File: src/pm25fc_pkg.sv
// Shared types and constants for the PM2.5 frame checker.
// No dependencies; used by pm25fc_grader and pm25_frame_checker.
package pm25fc_pkg;

   localparam int CSR_INDEX_WIDTH = 3;
   localparam int LIMIT_WIDTH     = 16;
   localparam int CLASS_WIDTH     = 3;

   localparam logic [CSR_INDEX_WIDTH-1:0] REG_GOOD_LIMIT     = 3'd0;
   localparam logic [CSR_INDEX_WIDTH-1:0] REG_FAIR_LIMIT     = 3'd1;
   localparam logic [CSR_INDEX_WIDTH-1:0] REG_MODERATE_LIMIT = 3'd2;
   localparam logic [CSR_INDEX_WIDTH-1:0] REG_POOR_LIMIT     = 3'd3;
   localparam logic [CSR_INDEX_WIDTH-1:0] REG_VERY_POOR_MAX  = 3'd4;

   localparam logic [LIMIT_WIDTH-1:0] RESET_GOOD_LIMIT     = 16'd35;
   localparam logic [LIMIT_WIDTH-1:0] RESET_FAIR_LIMIT     = 16'd75;
   localparam logic [LIMIT_WIDTH-1:0] RESET_MODERATE_LIMIT = 16'd115;
   localparam logic [LIMIT_WIDTH-1:0] RESET_POOR_LIMIT     = 16'd150;
   localparam logic [LIMIT_WIDTH-1:0] RESET_VERY_POOR_MAX  = 16'd500;

   localparam logic [CLASS_WIDTH-1:0] CLASS_UNKNOWN        = 3'd0;
   localparam logic [CLASS_WIDTH-1:0] CLASS_GOOD           = 3'd1;
   localparam logic [CLASS_WIDTH-1:0] CLASS_FAIR           = 3'd2;
   localparam logic [CLASS_WIDTH-1:0] CLASS_MODERATE       = 3'd3;
   localparam logic [CLASS_WIDTH-1:0] CLASS_POOR           = 3'd4;
   localparam logic [CLASS_WIDTH-1:0] CLASS_VERY_POOR      = 3'd5;
   localparam logic [CLASS_WIDTH-1:0] CLASS_EXTREMELY_POOR = 3'd6;

   localparam logic [7:0] HEADER_BYTE0 = 8'h16;
   localparam logic [7:0] HEADER_BYTE1 = 8'h11;
   localparam logic [7:0] HEADER_BYTE2 = 8'h0b;

   localparam int POS_HEADER0 = 0;
   localparam int POS_HEADER1 = 1;
   localparam int POS_HEADER2 = 2;
   localparam int POS_HIGH    = 15;
   localparam int POS_LOW     = 16;

   typedef struct packed {
      logic [LIMIT_WIDTH-1:0] good_limit;
      logic [LIMIT_WIDTH-1:0] fair_limit;
      logic [LIMIT_WIDTH-1:0] moderate_limit;
      logic [LIMIT_WIDTH-1:0] poor_limit;
      logic [LIMIT_WIDTH-1:0] very_poor_max;
   } limits_type;

endpackage

File: src/pm25fc_grader.sv
// Air-quality grading of one PM2.5 reading against the five threshold registers.
// Depends on pm25fc_pkg for the limits struct and class codes.
module pm25fc_grader (
   input  logic [pm25fc_pkg::LIMIT_WIDTH-1:0] value,
   input  pm25fc_pkg::limits_type             limits,
   output logic [pm25fc_pkg::CLASS_WIDTH-1:0] quality_class
);

   always_comb begin
      priority if (value < limits.good_limit) begin
         quality_class = pm25fc_pkg::CLASS_GOOD;
      end else if (value < limits.fair_limit) begin
         quality_class = pm25fc_pkg::CLASS_FAIR;
      end else if (value < limits.moderate_limit) begin
         quality_class = pm25fc_pkg::CLASS_MODERATE;
      end else if (value < limits.poor_limit) begin
         quality_class = pm25fc_pkg::CLASS_POOR;
      end else if (value <= limits.very_poor_max) begin
         quality_class = pm25fc_pkg::CLASS_VERY_POOR;
      end else begin
         quality_class = pm25fc_pkg::CLASS_EXTREMELY_POOR;
      end
   end

endmodule

File: config.mk
export PLATFORM = sky130hd
export DESIGN_NAME = pm25fc_grader
export DESIGN_NICKNAME = d
export VERILOG_FILES = /design/src/pm25fc_pkg.sv /design/src/pm25fc_grader.sv
export SDC_FILE = /design/constraint.sdc
export NUM_CORES = 1
export LEC_CHECK = 0
export BUFFER_PORTS_ARGS = -buffer_cell sky130_fd_sc_hd__buf_2
export CAP_MARGIN = 0
export CORE_MARGIN = 3
export CORE_UTILIZATION = 49
export DETAILED_ROUTE_END_ITERATION = 10
export PLACE_DENSITY = 0.88
export SETUP_SLACK_MARGIN = 0.15
export SYNTH_ARGS = -nofsm -noshare
export SYNTH_HDL_FRONTEND = slang
export SYNTH_SLANG_ARGS = --single-unit
File: constraint.sdc
create_clock -name vclk -period 2.25
set_input_delay 0.1125 -clock vclk [all_inputs]
set_output_delay 0.1125 -clock vclk [all_outputs]
set_load 0.01 [all_outputs]
==> impl_metrics.csv, run 1 <==
group,metric,value,unit
logic_synthesis,synth_warnings,0,
pwr,combPwrFrac,1.000,
detailed_routing,first_iter_violations,96,
logic_synthesis,yosysSeqAreaShare,0,
setup_path,required,2.14,ns
die,ioPinCount,99,
finish,area_growth,36.9,%
pwr,switchingPower,0.000240,W
die,core_area,3770,sq um
setup_path,cp-start-kind,"input pin",
pwr,switching_share,0.505,
placed_design,place.gp.congestion,0.919,
placed_design,dp_hpwl,4.73,mm
global_routing,grt_max_degree,6,
sta,hold_violations,0,
finish,final_util,0.714,
detailed_routing,wl,5.62,mm
logic_synthesis,synth_most_common_cell,"inv_1",
logic_synthesis,synthCells,266,
sta,finalSetupViolations,0,
finish,nFillCells,285,
setup_path,crit_top_cell,"buf_2",
logic_synthesis,avgSynthCellArea,7.39,sq um
sta,setup_ws,0.210,ns
pwr,p_leak,1.67,nW
setup_path,path_cells,"buf_2 -> ha_1 -> nand4_1 -> nor2_1 -> nor4b_1 -> or4_4 -> a22oi_2 -> o2bb2ai_1 -> buf_2",
worst_hold_path,hp-class,"in2out",
pwr,powerDensity,177,nW/um^2
finish,stdcell_count,416,
logic_synthesis,yosysUniqueCellTypes,35,
setup_path,critPathKind,"in2out",
finish,fin_nets,542,
setup_path,cpPeakStageDelay,0.52,ns
finish,drive_gt1_frac,0.326,
sta,fmax,490,MHz
detailed_routing,drc_errors,0,
die,die_area,4810,sq um
placed_design,io_buffers,99,
finish,diodes,0,
detailed_routing,drt_pass1_iterations,4,
flow_run,drv_cap,0,
die,die_h,69.3,um
global_routing,grt_pass1_wl,8.86,mm
global_routing,gr-total-overflow,0,
run_status,outcome,"finished clean",
detailed_routing,via_count,2235,
sta,period_share,0.907,
sta,final_max_slew_viol_count,0,
die,initial_core_util,0.521,
logic_synthesis,synthTopCellsByCount,"79 x inv_1, 76 x ha_1, 21 x a21oi_1",
pwr,internal_power,0.000235,W
setup_path,cp-end-kind,"output pin",
setup_path,cp.arrival,1.93,ns
logic_synthesis,syn-num-nets,438,
die,rows,22,
logic_synthesis,syn_area,1970,sq um
sta,slew-limit-headroom,0.653,
pwr,vdd_drop_max,0.0000890,V
finish,regArea,0,sq um
finish,design.seq.count,0,
sta,holdWs,0.960,ns
placed_design,place_ws,0.0823,ns
detailed_routing,wl_per_cell,13.5,um
die,die_x,69.3,um
sta,final.setup.tns,0,ns
sta,worst_pin_slew,0.514,ns
logic_synthesis,synth_area_leaders,"ha_1 48%, inv_1 15%, a21oi_1 5.3%",
detailed_routing,via_per_inst,5.37,
global_routing,grt_pass1_vias,2104,
global_routing,track_usage,0.210,
placed_design,dp.cells,414,
pwr,seq_power_share,0,
global_routing,antenna_found_initial,0,
logic_synthesis,yosysTopAreaCell,"ha_1",
finish,clkbuf_count,0,
sta,rsz0062_at_grt,"true",
detailed_routing,ant_nets,0,
logic_synthesis,netlist.area_leader.share,0.484,
setup_path,cpMaxStageDelayCell,"or4_4",
pwr,pwr-share-clk,0,
sta,fin_crit,2.04,ns
setup_path,crit_fanout,5,
[per-layer routing]
metal  up-vias  share of wire  track usage
met4         0          0.018       0.0260
met1      1009           0.43        0.283
met2        74           0.50        0.373
met3        10          0.053       0.0145
li1       1142              -            -
met5         -              0            0
[critical path: cells and delay by family]
family,cells,cell delay (ns)
simple gates,4,0.94
fa+ha+maj,1,0.33
buf+inv,2,0.29
compound gates,2,0.25
[timing repair]
action	4_1_cts	5_1_grt
pin swaps	1	5
setup buffers	0	2
resized for setup	2	22
setup endpoints to repair	2	3
hold buffers	0	0
[cells in the final DEF, fill, tap and decap left out, types with 6 or more instances in the layout]
cell	instances
buf_2	96
inv_1	79
ha_1	71
a21oi_1	20
nand4_1	10
nand3_1	9
o21ai_0	9
nor2_1	7
a21o_1	7
nand2_1	6
[final cells by class]
| type | count | area (sq um) | area share |
|---|---|---|---|
| tap | 48 | 60.1 | 0.0223 |
| multi-input combinational | 187 | 1810 | 0.672 |
| timing repair buffer | 102 | 526 | 0.195 |
| inverter | 79 | 297 | 0.110 |
[power by group through the flow]
stage	sequential [W]	combinational [W]	clock, W
2_1_floorplan	0	0.000250	0
3_3_place_gp	0	0.000409	0
3_5_place_dp	0	0.000425	0
4_1_cts	0	0.000430	0
5_1_grt	0	0.000539	0
6_report	0	0.000476	0
[stage by stage]
stage                     total power, W  cell area [sq um]
after floorplan                 0.000250               1970
after global placement          0.000409               2530
after detailed placement        0.000425               2530
after CTS                       0.000430               2540
after global routing            0.000539               2690
final                           0.000476               2690
[cell families (layout without fill, tap and decap cells)]
| kind of cell | Yosys count | count (layout) | share of synthesized area |
|---|---|---|---|
| AOI/OAI and AO/OA | 64 | 64 | 0.229 |
| adders and majority gates | 76 | 76 | 0.484 |
| buffers and inverters | 79 | 181 | 0.151 |
| and+or+nand+nor | 47 | 47 | 0.137 |
[final timing paths]
kind	start	endpoint	slack [ns]	depth (start not counted)
max	value[14]	quality_class[0]	0.21	9
min	limits[0]	quality_class[1]	0.96	7
Note: power is estimated with default switching activity, not from simulation.
==> run 2: changes to the inputs <==
--- a/config.mk
+++ b/config.mk
@@ -10,7 +10,7 @@
 export CORE_MARGIN = 3
 export CORE_UTILIZATION = 49
 export DETAILED_ROUTE_END_ITERATION = 10
-export PLACE_DENSITY = 0.88
+export PLACE_DENSITY = 0.85
 export SETUP_SLACK_MARGIN = 0.15
 export SYNTH_ARGS = -nofsm -noshare
 export SYNTH_HDL_FRONTEND = slang
==> impl_metrics.csv, run 2 (synthesis results as in run 1) <==
group,metric,value,unit
run_status,outcome,"finished clean",
die,die_area,4810,sq um
setup_path,crit_buf_inv,2,
placed_design,place.gp.congestion,0.834,
detailed_routing,wl,5.73,mm
sta,fin_crit,2.11,ns
sta,final.setup.tns,0,ns
detailed_routing,via_count,2196,
finish,nFillCells,300,
global_routing,grt_pass1_wl,9.07,mm
die,initial_core_util,0.521,
setup_path,crit_top_cell,"buf_2",
sta,setup_ws,0.143,ns
placed_design,place_ws,0.0291,ns
setup_path,required,2.14,ns
finish,multi_input_area,1870,sq um
pwr,switching_share,0.506,
placed_design,dp_hpwl,5.03,mm
worst_hold_path,hold_start,"value[15]",
finish,area_growth,41.7,%
setup_path,critPathKind,"in2out",
pwr,internal_power,0.000246,W
sta,finalSetupViolations,0,
worst_hold_path,min_path_cells,6,
global_routing,grt_max_degree,6,
sta,worst_pin_slew,0.609,ns
pwr,vdd_drop_max,0.0000999,V
finish,final_common_cell,"buf_2",
finish,most-common-layout-cells,"97 x buf_2, 78 x inv_1, 67 x ha_1, 20 x a21oi_1, 10 x nand4_1",
clock_network,hold_buffers,0,
die,die_h,69.3,um
setup_path,crit_family,"compound AO/OA/AOI/OAI gates",
pwr,p_leak,1.69,nW
detailed_routing,first_iter_violations,56,
global_routing,antenna_found_initial,0,
detailed_routing,wl_per_cell,13.6,um
setup_path,cp.arrival,1.99,ns
pwr,switchingPower,0.000251,W
setup_path,cpPeakStageDelay,0.52,ns
detailed_routing,drt_pass1_iterations,4,
pwr,pwr-share-clk,0,
setup_path,path_cells,"buf_2 -> ha_4 -> a21oi_1 -> nand2_1 -> a22o_1 -> or4_4 -> a22oi_2 -> o2bb2ai_2 -> buf_2",
finish,design.seq.count,0,
pwr,seq_power_share,0,
finish,fin_nets,546,
pwr,combPwrFrac,1.000,
pwr,total_power,0.000497,W
finish,clkbuf_count,0,
sta,final_max_slew_viol_count,0,
detailed_routing,drc_errors,0,
worst_hold_path,hp-class,"in2out",
worst_hold_path,hold_end,"quality_class[0]",
die,ioPinCount,99,
sta,fmax,475,MHz
sta,rsz0062_at_grt,"true",
global_routing,grt_pass1_vias,2168,
setup_path,cp-end-kind,"output pin",
sta,period_share,0.936,
finish,diodes,0,
global_routing,gr-total-overflow,0,
finish,regArea,0,sq um
global_routing,track_usage,0.220,
die,die_x,69.3,um
setup_path,cp-start-kind,"input pin",
die,rows,22,
flow_run,drv_cap,0,
setup_path,crit_fanout,5,
detailed_routing,via_per_inst,5.23,
detailed_routing,ant_nets,0,
die,core_area,3770,sq um
placed_design,io_buffers,99,
pwr,powerDensity,178,nW/um^2
sta,slew-limit-headroom,0.589,
finish,drive_gt1_frac,0.358,
setup_path,cpMaxStageDelayCell,"or4_4",
sta,hold_violations,0,
run 2: cell count changes in the layout (fill, tap and decap cells not counted), moves of 2 or more:
cell,previous run,this run
buf_6,0,2
ha_4,5,8
buf_4,5,7
ha_1,71,67
run 2: worst max-delay path by stage:
stage	cells past startpoint	slack [ns]	startpoint	end
after global routing	11	0.1	value[11]	quality_class[1]
final	9	0.14	value[14]	quality_class[0]
after detailed placement	10	0.03	value[15]	quality_class[1]
after global placement	9	0.1	value[1]	quality_class[0]
after CTS	9	0.13	value[9]	quality_class[1]
after floorplan	8	0.48	limits[57]	quality_class[1]
run 2: timing repair:
| item | CTS | global route |
|---|---|---|
| setup endpoints to repair | 3 | 3 |
| gates resized for setup | 9 | 24 |
| pin swaps | 4 | 13 |
| buffers inserted | 0 | 4 |
run 2: cell type report:
class                           count  area share
Inverter                           79       0.106
Multi-Input combinational cell    187       0.671
Tap cell                           48      0.0216
Timing Repair Buffer              106       0.201
run 2: power groups by stage:
stage / sequential, W / clock [W] / combinational, W
finish: 0 / 0 / 0.000497
global route: 0 / 0 / 0.000560
CTS: 0 / 0 / 0.000447
detailed placement: 0 / 0 / 0.000431
global placement: 0 / 0 / 0.000416
floorplan: 0 / 0 / 0.000250
run 2: per-stage QoR:
stage / cells / util / hold slack, ns / instance area (sq um)
finish: 420 / 0.739 / 0.897 / 2790
detailed placement: 416 / 0.675 / 0.926 / 2540
floorplan: 266 / - / 0.647 / 1970
global route: 420 / 0.739 / 0.963 / 2790
CTS: 416 / 0.689 / 0.893 / 2600
global placement: 416 / 0.675 / 0.920 / 2540
run 2: routing by layer:
layer / vias to the layer above / part of all wire / wire length, um / track usage
met5: - / 0 / 0 / 0
met4: 0 / 0.014 / 80 / 0.0239
met3: 10 / 0.054 / 312 / 0.0101
met2: 73 / 0.49 / 2800 / 0.397
met1: 962 / 0.44 / 2540 / 0.295
li1: 1151 / - / - / -
